<file path="config.mk">
export PLATFORM = sky130hd
export DESIGN_NAME = hrp_ctrl
export DESIGN_NICKNAME = d
export VERILOG_FILES = /design/src/rtl/core/hrp_pkg.sv /design/src/rtl/core/hrp_ctrl.sv
export SDC_FILE = /design/constraint.sdc
export NUM_CORES = 1
export LEC_CHECK = 0
export ABC_AREA = 0
export BUFFER_PORTS_ARGS = -buffer_cell sky130_fd_sc_hd__buf_2
export CORE_MARGIN = 2
export CORE_UTILIZATION = 40
export DETAILED_ROUTE_END_ITERATION = 8
export PLACE_DENSITY = 0.65
export SYNTH_ARGS = -nofsm -noshare
export SYNTH_HDL_FRONTEND = slang
export SYNTH_SLANG_ARGS = --single-unit
</file>
<file path="constraint.sdc">
create_clock -name i_clk -period 3.2 [get_ports i_clk]
set_input_delay 0.64 -clock i_clk [delete_from_list [all_inputs] [get_ports i_clk]]
set_output_delay 0.64 -clock i_clk [all_outputs]
set_load 0.01 [all_outputs]
</file>
<file path="src/rtl/core/hrp_pkg.sv">
// Package for the hierarchical region profiler: widths, request kinds, status codes,
// controller-to-datapath command and status structures. No dependencies.
`timescale 1ns / 1ps

package hrp_pkg;

    localparam int NUM_SLOTS_DEF   = 16;
    localparam int TIME_BITS_DEF   = 48;
    localparam int REGION_BITS_DEF = 8;

    localparam int KIND_W   = 3;
    localparam int STATUS_W = 2;
    localparam int CALLS_W  = 32;
    localparam int LEVEL_W  = 4;
    localparam int MIN_W    = 16;
    localparam int PCT_W    = 15;
    localparam int SAMP_W   = 16;
    localparam int OUT_REG_W = 8;

    localparam logic [PCT_W-1:0] FULL_PCT = 15'd25600;
    localparam logic [MIN_W-1:0] MIN_NONE = 16'hFFFF;

    localparam logic [KIND_W-1:0] K_OPEN  = 3'd0;
    localparam logic [KIND_W-1:0] K_CLOSE = 3'd1;
    localparam logic [KIND_W-1:0] K_REPORT = 3'd2;
    localparam logic [KIND_W-1:0] K_RST_REG = 3'd3;
    localparam logic [KIND_W-1:0] K_RST_ALL = 3'd4;

    localparam logic [STATUS_W-1:0] ST_OK     = 2'd0;
    localparam logic [STATUS_W-1:0] ST_FULL   = 2'd1;
    localparam logic [STATUS_W-1:0] ST_DOUBLE = 2'd2;
    localparam logic [STATUS_W-1:0] ST_EMPTY  = 2'd3;

    // Commands from the controller to the datapath.
    typedef struct packed {
        logic load;      // capture the request
        logic exec;      // apply open, close or reset to the table
        logic rep_start; // clear walk index, latch span
        logic div_start; // start the percentage on current slot, by divider or directly
        logic avg_start; // start the average divider
        logic commit;    // write the slot statistics back and emit
        logic emit_one;  // emit the single non-report result
        logic emit_none; // emit the empty report result
        logic step;      // advance the walk index
    } t_cmd;

    // Status from the datapath to the controller.
    typedef struct packed {
        logic is_report;
        logic cur_valid; // slot at walk index is valid
        logic walk_end;  // walk index at the last slot
        logic any_after; // a valid slot exists beyond the walk index
        logic div_done;
        logic out_busy;  // output register occupied and not being taken
    } t_sts;

endpackage

</file>
<file path="src/rtl/core/hrp_ctrl.sv">
// Controller of the region profiler: sequences request capture, table update
// and the report walk. Depends on hrp_pkg.
`timescale 1ns / 1ps

module hrp_ctrl (
    input  logic          i_clk,
    input  logic          i_rst_n,
    input  logic          i_in_valid,
    output logic          o_in_ready,
    input  hrp_pkg::t_sts i_sts,
    output hrp_pkg::t_cmd o_cmd
);
    import hrp_pkg::*;

    typedef enum logic [6:0] {
        S_IDLE = 7'b0000001,
        S_EXEC = 7'b0000010,
        S_SCAN = 7'b0000100,
        S_PDIV = 7'b0001000,
        S_ADIV = 7'b0010000,
        S_EMIT = 7'b0100000,
        S_NONE = 7'b1000000
    } t_state;

    t_state r_state, n_state;
    logic   r_seen, n_seen;

    always_comb begin
        n_state = r_state;
        n_seen  = r_seen;
        o_cmd   = '0;
        o_in_ready = 1'b0;
        case (r_state)
            S_IDLE: begin
                o_in_ready = !i_sts.out_busy;
                if (i_in_valid && !i_sts.out_busy) begin
                    o_cmd.load = 1'b1;
                    n_state = S_EXEC;
                end
            end
            S_EXEC: begin
                if (i_sts.is_report) begin
                    o_cmd.rep_start = 1'b1;
                    n_seen  = 1'b0;
                    n_state = S_SCAN;
                end else begin
                    o_cmd.exec = 1'b1;
                    o_cmd.emit_one = 1'b1;
                    n_state = S_IDLE;
                end
            end
            S_SCAN: begin
                if (i_sts.cur_valid) begin
                    o_cmd.div_start = 1'b1;
                    n_state = S_PDIV;
                end else if (i_sts.walk_end) begin
                    n_state = r_seen ? S_IDLE : S_NONE;
                end else begin
                    o_cmd.step = 1'b1;
                end
            end
            S_PDIV: begin
                if (i_sts.div_done) begin
                    o_cmd.avg_start = 1'b1;
                    n_state = S_ADIV;
                end
            end
            S_ADIV: if (i_sts.div_done) n_state = S_EMIT;
            S_EMIT: begin
                if (!i_sts.out_busy) begin
                    o_cmd.commit = 1'b1;
                    n_seen = 1'b1;
                    if (i_sts.walk_end || !i_sts.any_after) begin
                        n_state = S_IDLE;
                    end else begin
                        o_cmd.step = 1'b1;
                        n_state = S_SCAN;
                    end
                end
            end
            S_NONE: begin
                if (!i_sts.out_busy) begin
                    o_cmd.emit_none = 1'b1;
                    n_state = S_IDLE;
                end
            end
            default: n_state = S_IDLE;
        endcase
    end

    always_ff @(posedge i_clk) begin
        if (!i_rst_n) begin
            r_state <= S_IDLE;
            r_seen  <= 1'b0;
        end else begin
            r_state <= n_state;
            r_seen  <= n_seen;
        end
    end

endmodule

</file>
==> results.yml, run 1 <==
logic_synthesis:
  netlist_area_um2: 588
  syn_inst: 75
  avgSynthCellArea_um2: 7.84
  synth_fp_nets: 84
  ys_types: 31
  yosysWarnings: 0
  ys_ff_latch: 8
  ys_seq_area_share_pct: 27.2
cells_and_area:
  fin_cells: 108
  num_antenna_cells: 0
  drive_gt1_share_pct: 34.4
  synthToLayoutAreaGrowth_pct: 19.1
  final_common_cell: "buf_2"
  layout_common_cells: "18 x buf_2, 14 x nor2_1, 8 x dfxtp_1"
  final_cell_area_um2: 701
  final_core_util_pct: 52.5
  fin_nets: 104
sta:
  finalSetupViolCount: 0
  worst_pin_slew_ps: 539
  hold_viol: 0
  slew_violations: 0
  finalSetupTns_ps: 0
  finalClockSkew_ps: 10.3
  rsz0062_at_grt: "no"
  fmax_mhz: 366
  setup_ws_ps: 466
  fin_crit_ps: 2730
  slew_headroom_pct: 63.1
  min_period_over_period_pct: 85.4
critical_path:
  crit_cells: 6
  critical_path_arrival_ps: 2090
  slowest_delay_ps: 550
  setup.worst_path.class: "flip-flop to output port"
  cp_cell_sequence: "or4_1 -> or3_1 -> nor2_1 -> a21oi_1 -> nor2_1 -> buf_2"
  crit_slowest_cell: "or4_1"
  worstPathRequired_ps: 2560
  setup.worst_path.end_class: "output port"
  critPathLaunchType: "flip-flop"
  reg2regPathDepth: 5
  critPathMaxFanout: 7
  cp_top_family: "simple AND/OR/NAND/NOR gates"
  critPathMostFrequentCell: "nor2_1"
  crit_buf_inv: 1
placed_design:
  post-dp-hpwl_um: 1140
  dp.cells: 105
  gp_congestion: 0.865
  place_area_um2: 678
  pre_cts_ws_ps: 636
  port_buffers: 18
global_routing:
  grt_usage_pct: 17.6
  grt_overflow_total: 0
  grt_start_max_net_pins: 10
  grt_pass1_wl_um: 2310
  antenna_found_initial: 0
  grt_pass1_vias: 516
cts:
  insertion_delay_ps: 270
  htreeDepth: 1
  clockBufferDepth: 2
  post_cts_buffers: 0
  cts_root_buf: "clkbuf_4"
  cts_resized: 0
  cts_tree: "yes"
  cts.reportedPaths.clkPinSlew_ps: 60
  cts_buffers: 3
  cts_sinks: 8
  cts_hold_buf: 0
floorplan:
  core_area_um2: 1330
  rows: 13
  start_util_pct: 44.1
  dieArea_um2: 1790
  die_w_um: 42.3
  die_h_um: 42.3
  ios: 19
detailed_routing:
  routed_wl_um: 1440
  dr.pass1.iters: 4
  ant_nets: 0
  drc: 0
  routedWlPerCell_um: 13.3
  viasPerCell: 5.56
  dr_total_vias: 601
  drt_iter0_drc: 24
hold_path:
  holdPathStages: 2
  hp-class: "flip-flop to flip-flop"
power_and_ir_drop:
  p_leak_nw: 0.307
  powerDensity_nw_per_um2: 649
  irDropWorstVdd_mv: 0.244
run_status:
  status: "finished, final reports clean"
flow_run:
  max_cap_violations: 0
[worst paths after layout]
kind                    from         end  slack [ps]
setup reg to reg  r_state[0]  r_state[0]        1000
hold / removal        r_seen      r_seen         590
hold reg to reg       r_seen      r_seen         590
setup / recovery  r_state[0]    o_cmd[0]         470
[layout make-up]
| type | instances | area (um^2) |
|---|---|---|
| Clock buffer | 3 | 22.5 |
| Inverter | 6 | 22.5 |
| Fill cell | 138 | 633 |
| Sequential cell | 8 | 160 |
| Timing Repair Buffer | 20 | 105 |
| Multi-Input combinational cell | 56 | 372 |
| Tap cell | 15 | 18.8 |
[Yosys cell counts, drive strengths merged]
library cell | instances | area, um^2
o22ai | 1 | 6.26
or2 | 3 | 18.8
inv | 6 | 22.5
o2111ai | 1 | 8.76
or3 | 1 | 6.26
nand2b | 3 | 18.8
buf | 3 | 26.3
o21ai | 3 | 15.0
clkbuf | 2 | 7.51
xor2 | 1 | 8.76
and4 | 1 | 11.3
o211ai | 2 | 15.0
o2111a | 1 | 11.3
nor2 | 14 | 52.6
nor3 | 2 | 10.0
a21oi | 4 | 20.0
nand3 | 1 | 5.00
dfxtp | 8 | 160
nand4 | 1 | 6.26
nor4 | 4 | 25.0
xnor2 | 1 | 8.76
or4 | 4 | 33.8
nand2 | 1 | 3.75
or4b | 4 | 43.8
a2111oi | 2 | 36.3
nor2b | 1 | 6.26
[per-layer routing]
| layer | GRT usage [%] | wire (um) |
|---|---|---|
| met4 | 11.3 | 30 |
| met5 | 0 | 0 |
| met1 | 22.8 | 735 |
| met2 | 25.8 | 604 |
| met3 | 3.88 | 67 |
[power breakdown]
group	switching, mW	internal, mW	total (mW)
Sequential	0.0303	0.118	0.148
Combinational	0.113	0.111	0.223
Clock	0.0404	0.0433	0.0837
[stage by stage]
step                      hold WS, ps  power, mW
after global routing              614      0.487
final                             595      0.455
after floorplan                   525      0.327
after detailed placement          584      0.369
after global placement            577      0.369
after CTS                         593      0.455
[worst min-delay path: stages (launching register included)]
cell and delay, ps:
dfxtp_1 340, a21oi_1 150, nor2_1 50
[flip-flops by register name, indices dropped and copies added (netlist names)]
signal / cells
r_seen: 1
r_state: 7
[logic make-up (layout without fill, tap and decap cells)]
| logic type | Yosys count | count (layout) | synth area share (%) |
|---|---|---|---|
| AO/OA/AOI/OAI | 14 | 14 | 19.1 |
| XOR/XNOR | 2 | 2 | 2.98 |
| buffers and inverters | 11 | 29 | 9.57 |
| flip-flops | 8 | 8 | 27.2 |
| AND/OR/NAND/NOR | 40 | 40 | 41.1 |
Power figures use the tool's default switching activity.
==> run 2, diff against run 1 <==
--- a/config.mk
+++ b/config.mk
@@ -10,6 +10,7 @@
 export CORE_MARGIN = 2
 export CORE_UTILIZATION = 40
 export DETAILED_ROUTE_END_ITERATION = 8
+export MAX_ROUTING_LAYER = met4
 export PLACE_DENSITY = 0.65
 export SYNTH_ARGS = -nofsm -noshare
 export SYNTH_HDL_FRONTEND = slang
==> constraint.sdc (replaced) <==
create_clock -name i_clk -period 2.7 [get_ports i_clk]
set_input_delay 0.54 -clock i_clk [delete_from_list [all_inputs] [get_ports i_clk]]
set_output_delay 0.54 -clock i_clk [all_outputs]
set_load 0.01 [all_outputs]
==> run 2 against run 1 <==
Critical path depth shrank 2. Global-route usage grew 0.48 points. Sequential power grew 19%. Setup slack lost 370 ps. Worst hold slack lost 81 ps. Clock power grew 18%. Total power grew 19%. Non-clock buffer count is the same. Via count grew 1.3%. Final area grew 0.36%. Critical endpoint is now o_cmd[5]. Largest cell class unchanged. Highest routed layer unchanged.
==> results.yml, run 2 (same netlist as run 1, synthesis figures left out) <==
global_routing:
  antenna_found_initial: 0
  use_met3_pct: 3.88
  met1_usage_pct: 22.8
  grt.busiest_layer: "met2"
  grt_start_max_net_pins: 10
  gr-usage-met2_pct: 25.8
  grt_overflow_total: 0
  grt_pass1_vias: 516
  grt_pass1_wl_um: 2310
  grt_usage_pct: 18.0
detailed_routing:
  drc: 0
  drt_iter0_drc: 19
  dr_total_vias: 609
  routedWlPerCell_um: 13.5
  dr.pass1.iters: 4
  routed_wl_um: 1450
  viasPerCell: 5.64
  ant_nets: 0
sta:
  min_period_over_period_pct: 96.3
  hold_viol: 0
  rsz0062_at_grt: "no"
  fin_crit_ps: 2600
  fmax_mhz: 385
  finalClockSkew_ps: 10.2
  worst_pin_slew_ps: 537
  slew_headroom_pct: 63.3
  slew_violations: 0
  finalSetupViolCount: 0
  finalSetupTns_ps: 0
cells_and_area:
  largest_reg_flops: 7
  reg_top3: "r_state (7), r_seen (1)"
  final_core_util_pct: 52.7
  nFillCells: 136
  num_antenna_cells: 0
  synthToLayoutAreaGrowth_pct: 19.6
  final_common_cell: "buf_2"
  regMostFlops: "r_state"
  regArea_um2: 160
  fin_nets: 104
  layout_common_cells: "18 x buf_2, 13 x nor2_1, 8 x dfxtp_1"
  multiInputGateArea_um2: 374
  drive_gt1_share_pct: 35.5
cts:
  cts_buffers: 3
  post_cts_buffers: 0
  cts_tree: "yes"
  insertion_delay_ps: 270
  cts_hold_buf: 0
  cts_resized: 0
  cts_sinks: 8
  clockBufferDepth: 2
  htreeDepth: 1
  cts_root_buf: "clkbuf_4"
  cts.reportedPaths.clkPinSlew_ps: 60
power_and_ir_drop:
  powerDensity_nw_per_um2: 769
  irDropWorstVdd_mv: 0.289
  p_leak_nw: 0.307
critical_path:
  setup.worst_path.class: "flip-flop to output port"
  reg2regPathDepth: 5
  critPathLaunchType: "flip-flop"
  critPathMaxFanout: 7
  r2r_end: "r_state[0]"
  crit_start: "r_state[0]"
  setup.worst_path.end_class: "output port"
  r2r_start: "r_state[0]"
  worstPathRequired_ps: 2160
  critical_path_arrival_ps: 2060
  reg2reg_slack_ps: 490
floorplan:
  dieArea_um2: 1790
  rows: 13
  die_w_um: 42.3
  ios: 19
  die_h_um: 42.3
  core_area_um2: 1330
  start_util_pct: 44.1
hold_path:
  holdPathStages: 2
  hold_start: "i_rst_n"
  hp-class: "primary input to flip-flop"
  min_to: "r_state[0]"
run_status:
  status: "finished, final reports clean"
flow_run:
  max_cap_violations: 0
placed_design:
  port_buffers: 18
  gp_congestion: 0.879
  post-dp-hpwl_um: 1140
## run 2: cell counts in the layout (fill, tap and decap cells not counted)
Identical to the previous run, type by type.
## run 2: how the worst max path moves through the flow
stage / to / cells past startpoint / slack (ps)
after CTS: o_cmd[0] / 6 / 80
after global routing: o_cmd[5] / 4 / 1
after floorplan: o_cmd[0] / 6 / 260
after detailed placement: o_cmd[0] / 6 / 340
after global placement: o_cmd[0] / 6 / 370
final: o_cmd[5] / 4 / 100
## run 2: layout make-up
type | count | share of cell area (%)
flip-flops and latches | 8 | 22.8
clock buffers | 3 | 3.20
multi-input cells | 56 | 53.2
inverters | 6 | 3.20
well taps | 15 | 2.67
repair buffers | 20 | 14.9
## run 2: routing by layer
| metal | wire [um] | vias to the layer above |
|---|---|---|
| met5 | 0 | - |
| met4 | 30 | 0 |
| met3 | 97 | 2 |
| met2 | 628 | 21 |
| met1 | 698 | 273 |
| li1 | - | 313 |
## run 2: report_power, final
| group | internal (mW) | switching (mW) | leakage [nW] |
|---|---|---|---|
| combinational | 0.131 | 0.135 | 0.228 |
| sequential | 0.139 | 0.0367 | 0.0651 |
| clock | 0.0513 | 0.0477 | 0.0138 |
## run 2: critical path: stages, from the launching register on
cell     delay (ps)
dfxtp_1         380
or4_4           590
or4b_4          550
nor2_1          130
buf_2           150
## run 2: metrics by stage
step | std cells | total power, mW | cell area [um^2] | hold slack [ps] | setup slack (ps)
3_5_place_dp | 105 | 0.437 | 678 | 584 | 336
3_3_place_gp | 105 | 0.437 | 678 | 577 | 371
5_1_grt | 108 | 0.577 | 703 | 514 | 1.30
6_report | 108 | 0.541 | 703 | 514 | 99.8
4_1_cts | 108 | 0.539 | 701 | 511 | 75.1
2_1_floorplan | 75 | 0.387 | 588 | 525 | 256
==> run 3, diff against run 2 <==
--- a/config.mk
+++ b/config.mk
@@ -8,10 +8,10 @@
 export ABC_AREA = 0
 export BUFFER_PORTS_ARGS = -buffer_cell sky130_fd_sc_hd__buf_2
 export CORE_MARGIN = 2
-export CORE_UTILIZATION = 40
+export CORE_UTILIZATION = 45
 export DETAILED_ROUTE_END_ITERATION = 8
 export MAX_ROUTING_LAYER = met4
-export PLACE_DENSITY = 0.65
+export PLACE_DENSITY = 0.72
 export SYNTH_ARGS = -nofsm -noshare
 export SYNTH_HDL_FRONTEND = slang
 export SYNTH_SLANG_ARGS = --single-unit
==> run 3 against run 2 <==
Sequential power barely moved. Setup slack improved by 28 ps. Total power rose by 0.11%. Sequential share of layout area barely moved. Clock power fell by 6.5%. Non-clock buffer count fell by 1. Fmax rose by 1.1%. Worst hold slack improved by 27 ps. Die area fell by 10%. Critical endpoint is now o_cmd[0].
==> results.yml, run 3 (same netlist as run 1, synthesis figures left out) <==
global_routing:
  antenna_found_initial: 0
  grt_pass1_vias: 509
  grt_usage_pct: 20.9
  grt_pass1_wl_um: 2170
  grt_start_max_net_pins: 11
  grt_overflow_total: 0
critical_path:
  slowest_delay_ps: 570
  critical_path_arrival_ps: 2030
  r2r_start: "r_state[0]"
  critPathLaunchType: "flip-flop"
  crit_buf_inv: 1
  worstPathRequired_ps: 2160
  cp_cell_sequence: "or4_4 -> or3_4 -> nor2_2 -> a21oi_1 -> nor2_1 -> buf_2"
  cp_top_family: "simple AND/OR/NAND/NOR gates"
  critPathMaxFanout: 10
  crit_start: "r_state[4]"
  crit_slowest_cell: "or4_4"
  setup.worst_path.class: "flip-flop to output port"
  setup.worst_path.end_class: "output port"
sta:
  worst_pin_slew_ps: 517
  finalSetupTns_ps: 0
  finalClockSkew_ps: 2.21
  hold_viol: 0
  fmax_mhz: 389
  setup_ws_ps: 128
  finalSetupViolCount: 0
  min_period_over_period_pct: 95.2
  fin_crit_ps: 2570
  slew_headroom_pct: 64.7
  rsz0062_at_grt: "no"
  slew_violations: 0
placed_design:
  pre_cts_ws_ps: 265
  dp.cells: 104
  post-dp-hpwl_um: 1050
  gp_congestion: 0.810
  port_buffers: 18
cells_and_area:
  reg_top3: "r_state (7), r_seen (1)"
  final_common_cell: "buf_2"
  num_antenna_cells: 0
  layout_common_cells: "18 x buf_2, 13 x nor2_1, 8 x dfxtp_1"
  fin_cells: 107
  synthToLayoutAreaGrowth_pct: 19.8
  regMostFlops: "r_state"
  fin_nets: 103
  largest_reg_flops: 7
  drive_gt1_share_pct: 37.0
floorplan:
  ios: 19
  die_w_um: 40.2
  rows: 13
  die_h_um: 40.2
  dieArea_um2: 1610
  core_area_um2: 1250
  start_util_pct: 47.0
detailed_routing:
  drt_iter0_drc: 18
  routedWlPerCell_um: 12.8
  drc: 0
  ant_nets: 0
  dr_total_vias: 598
  viasPerCell: 5.59
  dr.pass1.iters: 4
  routed_wl_um: 1370
cts:
  cts.reportedPaths.clkPinSlew_ps: 50
  cts_root_buf: "clkbuf_4"
  htreeDepth: 1
  cts_sinks: 8
  cts_tree: "yes"
  cts_buffers: 3
  clockBufferDepth: 2
  insertion_delay_ps: 260
power_and_ir_drop:
  p_leak_nw: 0.305
  clkPwrFrac_pct: 17.1
  powerDensity_nw_per_um2: 769
  pwr-share-seq_pct: 32.6
  irDropWorstVdd_mv: 0.486
  power_switching_uw: 215
  p_comb_share_pct: 50.3
  power.total_uw: 542
  cellInternalPower_uw: 326
  swShare_pct: 39.8
hold_path:
  hold_start: "i_rst_n"
  hp-class: "primary input to flip-flop"
flow_run:
  max_cap_violations: 0
run_status:
  status: "finished, final reports clean"
==> run 3: final timing paths <==
check	to	cells past startpoint	slack (ps)
max	o_cmd[0]	6	130
min	r_state[0]	2	540
max reg2reg	r_state[0]	5	480
min reg2reg	r_seen	2	560
==> run 3: through the flow <==
stage          hold WS [ps]  instance area [um^2]  utilization [%]
4_1_cts                 534                   696             55.5
2_1_floorplan           525                   588                -
3_3_place_gp            546                   671             53.5
5_1_grt                 550                   704             56.2
6_report                540                   704             56.2
3_5_place_dp            550                   671             53.5
==> run 3: area by class of cell <==
cell class,instances,area [um^2]
clock buffer,3,22.5
fill,109,548
inverter,6,22.5
multi-input combinational,56,383
sequential,8,160
tap,15,18.8
timing repair buffer,19,97.6
==> run 3: timing repair <==
| item | in CTS | in global routing |
|---|---|---|
| hold buffers | 0 | 0 |
| gates resized for setup | 1 | 2 |
| endpoints found under the setup margin | 1 | 1 |
| gates cloned | 0 | 0 |
| pin swaps | 0 | 0 |
| buffers inserted | 0 | 0 |
==> run 3: routing by layer <==
layer | wire length [um] | vias to the layer above | track usage (%)
met5 | 0 | - | -
met4 | 19 | 0 | 7.76
met3 | 59 | 2 | 3.33
met2 | 626 | 14 | 33.9
met1 | 659 | 270 | 25.8
li1 | - | 312 | -
==> run 3: power by group through the flow <==
stage                     clock network (mW)  logic (mW)  registers [mW]
after floorplan                            0       0.221           0.166
after global placement                     0       0.260           0.176
after detailed placement                   0       0.263           0.176
after CTS                             0.0945       0.266           0.174
after global routing                   0.101       0.296           0.181
final                                 0.0926       0.272           0.176
